===== src/sv/binary_heap_priority_queue_assert.svh =====
// ---------------------------------------------------------------------------
// Assertion macros for the binary heap priority queue
// ---------------------------------------------------------------------------
`ifndef BINARY_HEAP_PRIORITY_QUEUE_ASSERT_SVH
`define BINARY_HEAP_PRIORITY_QUEUE_ASSERT_SVH

// same-cycle implication
`define HPQ_ASSERT_IMP(label, clk, rst, ante, cons, msg) \
  label: assert property (@(posedge clk) disable iff (rst) (ante) |-> (cons)) \
    else $error(msg);

// next-cycle implication
`define HPQ_ASSERT_NXT(label, clk, rst, ante, cons, msg) \
  label: assert property (@(posedge clk) disable iff (rst) (ante) |=> (cons)) \
    else $error(msg);

`endif


===== src/sv/hpq_pkg.sv =====
// ---------------------------------------------------------------------------
// hpq_pkg
// Types, codes and the ordering compare shared by the heap queue modules.
// ---------------------------------------------------------------------------
`default_nettype none

package hpq_pkg;

  localparam int KEY_BITS   = 32;
  localparam int VALUE_BITS = 32;
  localparam int COUNT_BITS = 9;

  localparam logic MODE_PUSH = 1'b0;
  localparam logic MODE_POP  = 1'b1;

  localparam logic REG_LARGEST_FIRST = 1'b0;

  typedef logic [KEY_BITS-1:0]   key_t;
  typedef logic [VALUE_BITS-1:0] value_t;

  typedef enum logic [1:0] {
    STATUS_OK    = 2'd0,
    STATUS_EMPTY = 2'd1,
    STATUS_FULL  = 2'd2
  } status_t;

  typedef enum logic [2:0] {
    ST_IDLE,
    ST_PUSH_CMP,
    ST_POP_ROOT,
    ST_POP_LAST,
    ST_POP_LEFT,
    ST_POP_RIGHT,
    ST_PLACE,
    ST_REPORT
  } state_t;

  typedef struct packed {
    key_t   key;
    value_t value;
  } entry_t;

  typedef struct packed {
    logic   mode;
    key_t   key;
    value_t value;
  } req_t;

  typedef struct packed {
    logic [1:0]            status;
    key_t                  out_key;
    value_t                out_value;
    logic [COUNT_BITS-1:0] count;
  } rsp_t;

  typedef struct packed {
    logic busy;
    logic done;
  } ctrl_stat_t;

  // true when key a sits strictly above key b
  function automatic logic ranks_above(input key_t a, input key_t b, input logic largest);
    ranks_above = largest ? (a > b) : (a < b);
  endfunction

endpackage

`default_nettype wire


===== src/sv/hpq_ctrl.sv =====
// ---------------------------------------------------------------------------
// hpq_ctrl
// Sequencer for sift-up on push and sift-down on pop over the entry store.
// ---------------------------------------------------------------------------
`default_nettype none

module hpq_ctrl #(
  parameter int DEPTH = 256,
  parameter int AW    = 8,
  parameter int CW    = 9
) (
  input  wire logic             clk,
  input  wire logic             rst,
  input  wire logic             largest_first,
  input  wire logic             req_valid,
  input  wire hpq_pkg::req_t    req,
  input  wire logic             rsp_free,
  output hpq_pkg::ctrl_stat_t   stat,
  output hpq_pkg::rsp_t         result,
  output logic                  rd_en,
  output logic [AW-1:0]         rd_addr,
  output logic                  wr_en,
  output logic [AW-1:0]         wr_addr,
  output hpq_pkg::entry_t       wr_data,
  input  wire hpq_pkg::entry_t  rd_data
);
  import hpq_pkg::*;

  localparam logic [CW-1:0] FULL_COUNT = CW'(DEPTH);

  function automatic logic [AW-1:0] parent_of(input logic [AW-1:0] p);
    parent_of = (p - 1'b1) >> 1;
  endfunction

  function automatic logic has_child(input logic [AW:0] c, input logic [CW-1:0] n);
    logic [AW+1:0] ce;
    logic [AW+1:0] ne;
    ce = (AW+2)'(c);
    ne = (AW+2)'(n);
    has_child = ce < ne;
  endfunction

  state_t        state, state_next;
  logic [CW-1:0] count, count_next;
  logic [AW-1:0] pos, pos_next;
  logic [AW-1:0] cidx, cidx_next;
  entry_t        hold, hold_next;
  entry_t        lchild, lchild_next;
  status_t       res_status, res_status_next;
  key_t          res_key, res_key_next;
  value_t        res_value, res_value_next;

  logic          pick_right;
  entry_t        dec_entry;
  logic [AW-1:0] dec_idx;
  logic [AW:0]   rc;
  logic [AW:0]   lc_new;
  logic [CW+8:0] count_ext;

  always_ff @(posedge clk) begin
    if (rst) begin
      state <= ST_IDLE;
      count <= '0;
    end else begin
      state <= state_next;
      count <= count_next;
    end
  end

  always_ff @(posedge clk) begin
    pos        <= pos_next;
    cidx       <= cidx_next;
    hold       <= hold_next;
    lchild     <= lchild_next;
    res_status <= res_status_next;
    res_key    <= res_key_next;
    res_value  <= res_value_next;
  end

  assign rc         = {1'b0, cidx} + 1'b1;
  assign pick_right = (state == ST_POP_RIGHT) && ranks_above(rd_data.key, lchild.key, largest_first);
  assign dec_entry  = (state == ST_POP_RIGHT && !pick_right) ? lchild : rd_data;
  assign dec_idx    = pick_right ? rc[AW-1:0] : cidx;
  assign lc_new     = {dec_idx, 1'b1};

  always_comb begin
    state_next      = state;
    count_next      = count;
    pos_next        = pos;
    cidx_next       = cidx;
    hold_next       = hold;
    lchild_next     = lchild;
    res_status_next = res_status;
    res_key_next    = res_key;
    res_value_next  = res_value;
    rd_en           = 1'b0;
    rd_addr         = '0;
    wr_en           = 1'b0;
    wr_addr         = pos;
    wr_data         = hold;

    unique case (state)
      ST_IDLE: begin
        if (req_valid) begin
          res_key_next    = '0;
          res_value_next  = '0;
          res_status_next = STATUS_OK;
          if (req.mode == MODE_PUSH) begin
            if (count == FULL_COUNT) begin
              res_status_next = STATUS_FULL;
              state_next      = ST_REPORT;
            end else begin
              hold_next  = '{key: req.key, value: req.value};
              count_next = count + 1'b1;
              pos_next   = count[AW-1:0];
              if (count == '0) begin
                wr_en      = 1'b1;
                wr_addr    = '0;
                wr_data    = '{key: req.key, value: req.value};
                state_next = ST_REPORT;
              end else begin
                cidx_next  = parent_of(count[AW-1:0]);
                rd_en      = 1'b1;
                rd_addr    = parent_of(count[AW-1:0]);
                state_next = ST_PUSH_CMP;
              end
            end
          end else begin
            if (count == '0) begin
              res_status_next = STATUS_EMPTY;
              state_next      = ST_REPORT;
            end else begin
              count_next = count - 1'b1;
              pos_next   = '0;
              rd_en      = 1'b1;
              rd_addr    = '0;
              state_next = ST_POP_ROOT;
            end
          end
        end
      end

      ST_PUSH_CMP: begin
        wr_en = 1'b1;
        if (ranks_above(hold.key, rd_data.key, largest_first)) begin
          wr_data  = rd_data;
          pos_next = cidx;
          if (cidx == '0) begin
            state_next = ST_PLACE;
          end else begin
            cidx_next = parent_of(cidx);
            rd_en     = 1'b1;
            rd_addr   = parent_of(cidx);
          end
        end else begin
          state_next = ST_REPORT;
        end
      end

      ST_POP_ROOT: begin
        res_key_next   = rd_data.key;
        res_value_next = rd_data.value;
        rd_en          = 1'b1;
        rd_addr        = count[AW-1:0];
        state_next     = ST_POP_LAST;
      end

      ST_POP_LAST: begin
        hold_next = rd_data;
        if (has_child({pos, 1'b1}, count)) begin
          cidx_next  = {pos[AW-2:0], 1'b1};
          rd_en      = 1'b1;
          rd_addr    = {pos[AW-2:0], 1'b1};
          state_next = ST_POP_LEFT;
        end else begin
          wr_en      = (count != '0);
          wr_data    = rd_data;
          state_next = ST_REPORT;
        end
      end

      ST_POP_LEFT,
      ST_POP_RIGHT: begin
        if (state == ST_POP_LEFT) begin
          lchild_next = rd_data;
        end
        if (state == ST_POP_LEFT && has_child(rc, count)) begin
          rd_en      = 1'b1;
          rd_addr    = rc[AW-1:0];
          state_next = ST_POP_RIGHT;
        end else begin
          wr_en = 1'b1;
          if (ranks_above(dec_entry.key, hold.key, largest_first)) begin
            wr_data  = dec_entry;
            pos_next = dec_idx;
            if (has_child(lc_new, count)) begin
              cidx_next  = lc_new[AW-1:0];
              rd_en      = 1'b1;
              rd_addr    = lc_new[AW-1:0];
              state_next = ST_POP_LEFT;
            end else begin
              state_next = ST_PLACE;
            end
          end else begin
            state_next = ST_REPORT;
          end
        end
      end

      ST_PLACE: begin
        wr_en      = 1'b1;
        state_next = ST_REPORT;
      end

      ST_REPORT: begin
        if (rsp_free) begin
          state_next = ST_IDLE;
        end
      end

      default: begin
        state_next = ST_IDLE;
      end
    endcase
  end

  assign count_ext = {9'd0, count};

  assign stat.busy = (state != ST_IDLE);
  assign stat.done = (state == ST_REPORT);

  assign result.status    = res_status;
  assign result.out_key   = res_key;
  assign result.out_value = res_value;
  assign result.count     = count_ext[COUNT_BITS-1:0];

endmodule

`default_nettype wire


===== config.mk =====
export PLATFORM = sky130hd
export DESIGN_NAME = hpq_ctrl
export DESIGN_NICKNAME = d
export VERILOG_FILES = /design/src/sv/binary_heap_priority_queue_assert.svh /design/src/sv/hpq_pkg.sv /design/src/sv/hpq_ctrl.sv
export SDC_FILE = /design/constraint.sdc
export NUM_CORES = 1
export LEC_CHECK = 0
export BUFFER_PORTS_ARGS = -buffer_cell sky130_fd_sc_hd__buf_2
export CORE_ASPECT_RATIO = 0.8
export CORE_UTILIZATION = 40
export DETAILED_ROUTE_END_ITERATION = 7
export PLACE_DENSITY_LB_ADDON = 0.25
export SLEW_MARGIN = 20
export SYNTH_ARGS = -nofsm -noshare
export SYNTH_HDL_FRONTEND = slang
export SYNTH_SLANG_ARGS = --single-unit

===== constraint.sdc =====
create_clock -name clk -period 7.3 [get_ports clk]
set_clock_uncertainty 0.05 [all_clocks]
set_input_delay 0.365 -clock clk [delete_from_list [all_inputs] [get_ports clk]]
set_output_delay 0.365 -clock clk [all_outputs]
set_load 0.1 [all_outputs]

Yosys cells after proc, flatten, opt, wreduce, memory -nomap -nowiden
Index checks and enable logic that the tools add are counted.

word-level totals
  register bits = 222
  output and inout bits = 159

operators by class
  multiplexer cells = 93
  order comparisons = 9
  equality and inequality tests = 24
  reduce and logical (&&, ||, !) cells = 23
  add/sub/neg operators = 5

operators with widths
  operator                                           count
  2-to-1 mux 64 bit                                  12
  case mux 64 bit (4 select lines)                   1
  2-to-1 mux 8 bit                                   29
  case mux 32 bit (2 select lines)                   2
  case mux 64 bit (2 select lines)                   1
  greater-than comparator 32 bit                     3
  less-than comparator 32 bit                        3
  case mux 8 bit (5 select lines)                    1
  2-to-1 mux 32 bit                                  1
  case mux 8 bit (4 select lines)                    1
  2-to-1 mux 3 bit                                   10
  2-to-1 mux 7 bit                                   4
  less-than comparator 9 bit                         3
  2-to-1 mux 9 bit                                   3
  inequality test 2 bit (second input constant)      13
  case mux 8 bit (3 select lines)                    1
  case mux 3 bit (7 select lines)                    1
  2-to-1 mux 1 bit                                   20
  subtractor 8 x 1 -> 8 bit (second input constant)  2
  == test 3 bit (second input constant)              4
  AND reduction 11 bit                               1
  adder 8 x 1 -> 9 bit (second input constant)       1
  adder 9 x 1 -> 9 bit (second input constant)       1
  == test 9 bit (second input constant)              1
  21 further kinds                                   35

Depth between registers and ports, before layout
  depth in word-level cells = 11
  mapped depth = 24

Worst setup path before layout
Ideal clock, no wire load.

  path kind = register to output
  from = reg state[1]
  to = out wr_data[2] (netlist bit)
  slack = 636 ps
  arrival time = 6249 ps
  buffers on the path = 4
  cell stages (with the launch flop) = 13
  required time = 6885 ps
  path through = dfxtp_1 > clkbuf_1 > nand2b_1 > clkbuf_1 > nor2_1 > a31oi_1 > o21ai_0 > o311a_1 > a211oi_4 > and2_1 > buf_2 > buf_6 > o221ai_1

RTL lines
  item                    line            text
  from (decl)             hpq_ctrl.sv:43  state_t state, state_next;
  from (signal assigned)  hpq_ctrl.sv:65  state <= state_next;
  to (decl)               hpq_ctrl.sv:24  output hpq_pkg::entry_t wr_data,

==> flow_metrics.tcl <==
set metrics [dict create \
    numCtsBuffers 26 \
    cp-end-kind "output port" \
    postCtsSetupRepairBufs 0 \
    cts_tree "done" \
    synthFlopType "edfxtp_1" \
    ys_ff_latch 222 \
    synth.top_cell.area_share_pct 41.3 \
    crit_required_ns 6.88 \
    final-hold-violation-count 0 \
    grt_usage_pct 25.9 \
    clock-root-buffer "clkbuf_16" \
    antenna_found_initial 5 \
    vias 13986 \
    max_freq_mhz 143 \
    fp.coreArea_mm2 0.0373 \
    cp_cell_sequence "dlygate4sd3_1 -> buf_2 -> ha_1 -> nand4_2 -> nor4_2 -> a21boi_0 -> a21bo_2 -> o311ai_2 -> or2_2 -> buf_4 -> nand2_1 -> o21ai_0 -> ha_1 -> a211oi_1 -> o21a_1 -> o211ai_1 -> a221o_1 -> or2_1 -> mux2i_1 -> and2_1 -> a221oi_4 -> buf_12 -> o221ai_2 -> buf_2" \
    globalplace.congestion 0.919 \
    r2r_slack_ns 1.76 \
    ant_nets 0 \
    violations "design-rule violations" \
    seq_area_frac_synth_pct 42.9 \
    period_share_pct 95.9 \
    cpLargestDelayFamily "compound AO/OA/AOI/OAI gates" \
    syn_to_final_growth_pct 22.9 \
    synthArstFlopShare_pct 0 \
    netlist_area_mm2 0.0153 \
    clkLatencyLatePin_ns 0.57 \
    fin_util_pct 50.3 \
    dp_hpwl_um 35500 \
    reg2reg_depth 21 \
    synth_edf_count 210 \
    rows 63 \
    regArea_mm2 0.00655 \
    start_util_pct 40.9 \
    worst-path-max-fanout 39 \
    cap_violations 0 \
    cpMaxStageDelayCell "dlygate4sd3_1" \
    die-area_mm2 0.0389 \
    port_buffers 292 \
    synthDistinctLibCells 71 \
    path_class "in2out" \
    synth_nets 1847 \
    die_w_um 220 \
    startpoint_type "input port" \
    grt_pass1_wl_um 78000 \
    layout.nets 2159 \
    grt_overflow 0 \
    hp-class "in2reg" \
    r2r_end "pos[7]" \
    r2r_start "lchild[63]" \
    grt_pass1_vias 13564 \
    holdPathStages 1 \
    cts.sinks 222 \
    multi_input_area_mm2 0.00768 \
    slowest_delay_ns 0.56 \
    cp_num_cells 24 \
    drt_first_iter_violations 1506 \
    yosysMostFrequentCell "nand2_1" \
    first_pass_iters 8 \
    hold_path_end "lchild[55]" \
    fin_crit_ns 7.00 \
    status "complete, but fails checks" \
    ctsHtreeMaxLevel 1 \
    setup_violations 0 \
    yosys-top-cells-area "edfxtp_1 (41%), ha_1 (11%), o221ai_2 (5.9%)" \
    drc 29 \
    cp_num_buf_inv 5 \
    synth_top_cell_by_area "edfxtp_1" \
    wl_per_cell_um 21.4 \
    netlist_instances 1577 \
    clk_pin_slew_worst_paths_ns 0.06 \
    worstPathArrival_ns 6.58 \
    tightest_slew_ns 1.16 \
    slew_violations 0 \
    synth_commonest_cells "nand2_1 (213), edfxtp_1 (210), inv_1 (191)" \
    hold_path.startpoint "rd_data[55]" \
    synth.avg_cell_area_um2 9.68 \
    rsz0062_at_grt "true" \
    drt-vias-per-instance 5.83 \
    fillerInstances 3431 \
    totalWireLength_um 51300 \
    clockBufferDepth 3 \
    relSlewSlack_pct 22.3 \
    grt_max_degree 98 \
    die_h_um 177 \
    ios 293 \
    drive_gt1_share_pct 23.2 \
    yosys_warnings 0 \
]
## worst register-to-register path, cell delays in order, from the launching register on
cell,delay [ns]
edfxtp_1,0.36
inv_1,0.06
ha_1,0.37
nand4_2,0.20
nor4_2,0.45
a21boi_0,0.14
a21bo_2,0.21
o311ai_2,0.15
or2_2,0.34
buf_4,0.24
nand2_1,0.11
o21ai_0,0.09
ha_1,0.30
a211oi_1,0.23
o21a_1,0.18
o211ai_1,0.13
a221o_1,0.37
or2_1,0.26
o311a_1,0.39
a21o_1,0.22
nor3_1,0.19
buf_4,0.22
## repair_timing
| action | CTS | global route |
|---|---|---|
| setup endpoints to repair | 0 | 69 |
| hold buffers | 52 | 0 |
| endpoints found under the hold margin | 52 | 0 |
| gates resized for setup | 0 | 10 |
## logic make-up after synthesis
| logic type | synth area share [%] |
|---|---|
| compound gates | 23.2 |
| xor+xnor | 1.78 |
| fa+ha+maj | 11.2 |
| buf+inv | 7.31 |
| flops | 42.9 |
| mux | 0.410 |
| simple gates | 13.2 |
## metal layers
layer	track usage [%]	vias to the layer above	wire length [µm]
met5	0	-	24
met3	5.60	95	4500
met2	40.1	677	22500
li1	-	6488	-
met1	36.0	6722	22700
met4	7.44	4	1450
## cell usage in the layout, fill, tap and decap left out, drive strengths merged, types with 16 or more instances in the layout
cell type	instances
ha	135
a222oi	32
a21o	17
a211oi	16
dlygate4sd3	52
nand4	21
buf	307
o221ai	69
nand2	213
edfxtp	210
nor2	111
clkbuf	37
a21oi	107
xnor2	22
a221oi	42
inv	193
o21ai	111
nand3	23
nor3	17
## state kept, by name, indices dropped and copies added (netlist names)
name        count
hold           64
lchild         64
res_key        32
res_value      32
count           9
cidx            8
pos             8
state           3
res_status      2
## stage by stage
stage	hold WS [ns]	instances	setup slack [ns]	setup TNS, ns	cell area (µm²)
global route	0.00256	2398	-0.0408	-0.343	18700
global placement	0.525	2296	0.964	0	17300
floorplan	0.414	1577	0.636	0	15300
finish	0.0198	2399	0.301	0	18700
detailed placement	0.522	2296	0.882	0	17300
CTS	0.000492	2395	0.291	0	18700
## area by class of cell
type                            count  share of cell area, %
Antenna cell                        4                 0.0534
Clock buffer                       28                   3.51
Clock inverter                     19                   1.27
Inverter                          192                   3.84
Multi-Input combinational cell   1079                   41.0
Sequential cell                   222                   34.9
Tap cell                          487                   3.25
Timing Repair Buffer              368                   12.2
## worst max-delay path by stage
stage	from	endpoint	slack, ns
global placement	rd_data[51]	wr_data[28]	0.96
CTS	rd_data[51]	wr_data[37]	0.29
detailed placement	rd_data[51]	wr_data[37]	0.88
finish	rd_data[63]	wr_data[22]	0.30
global route	rd_data[51]	wr_data[1]	-0.04
floorplan	state[1]	wr_data[2]	0.64
Power is left out: the tool's default activity adds up to more than one toggle a clock period on the data nets, which glitch-free logic cannot reach.
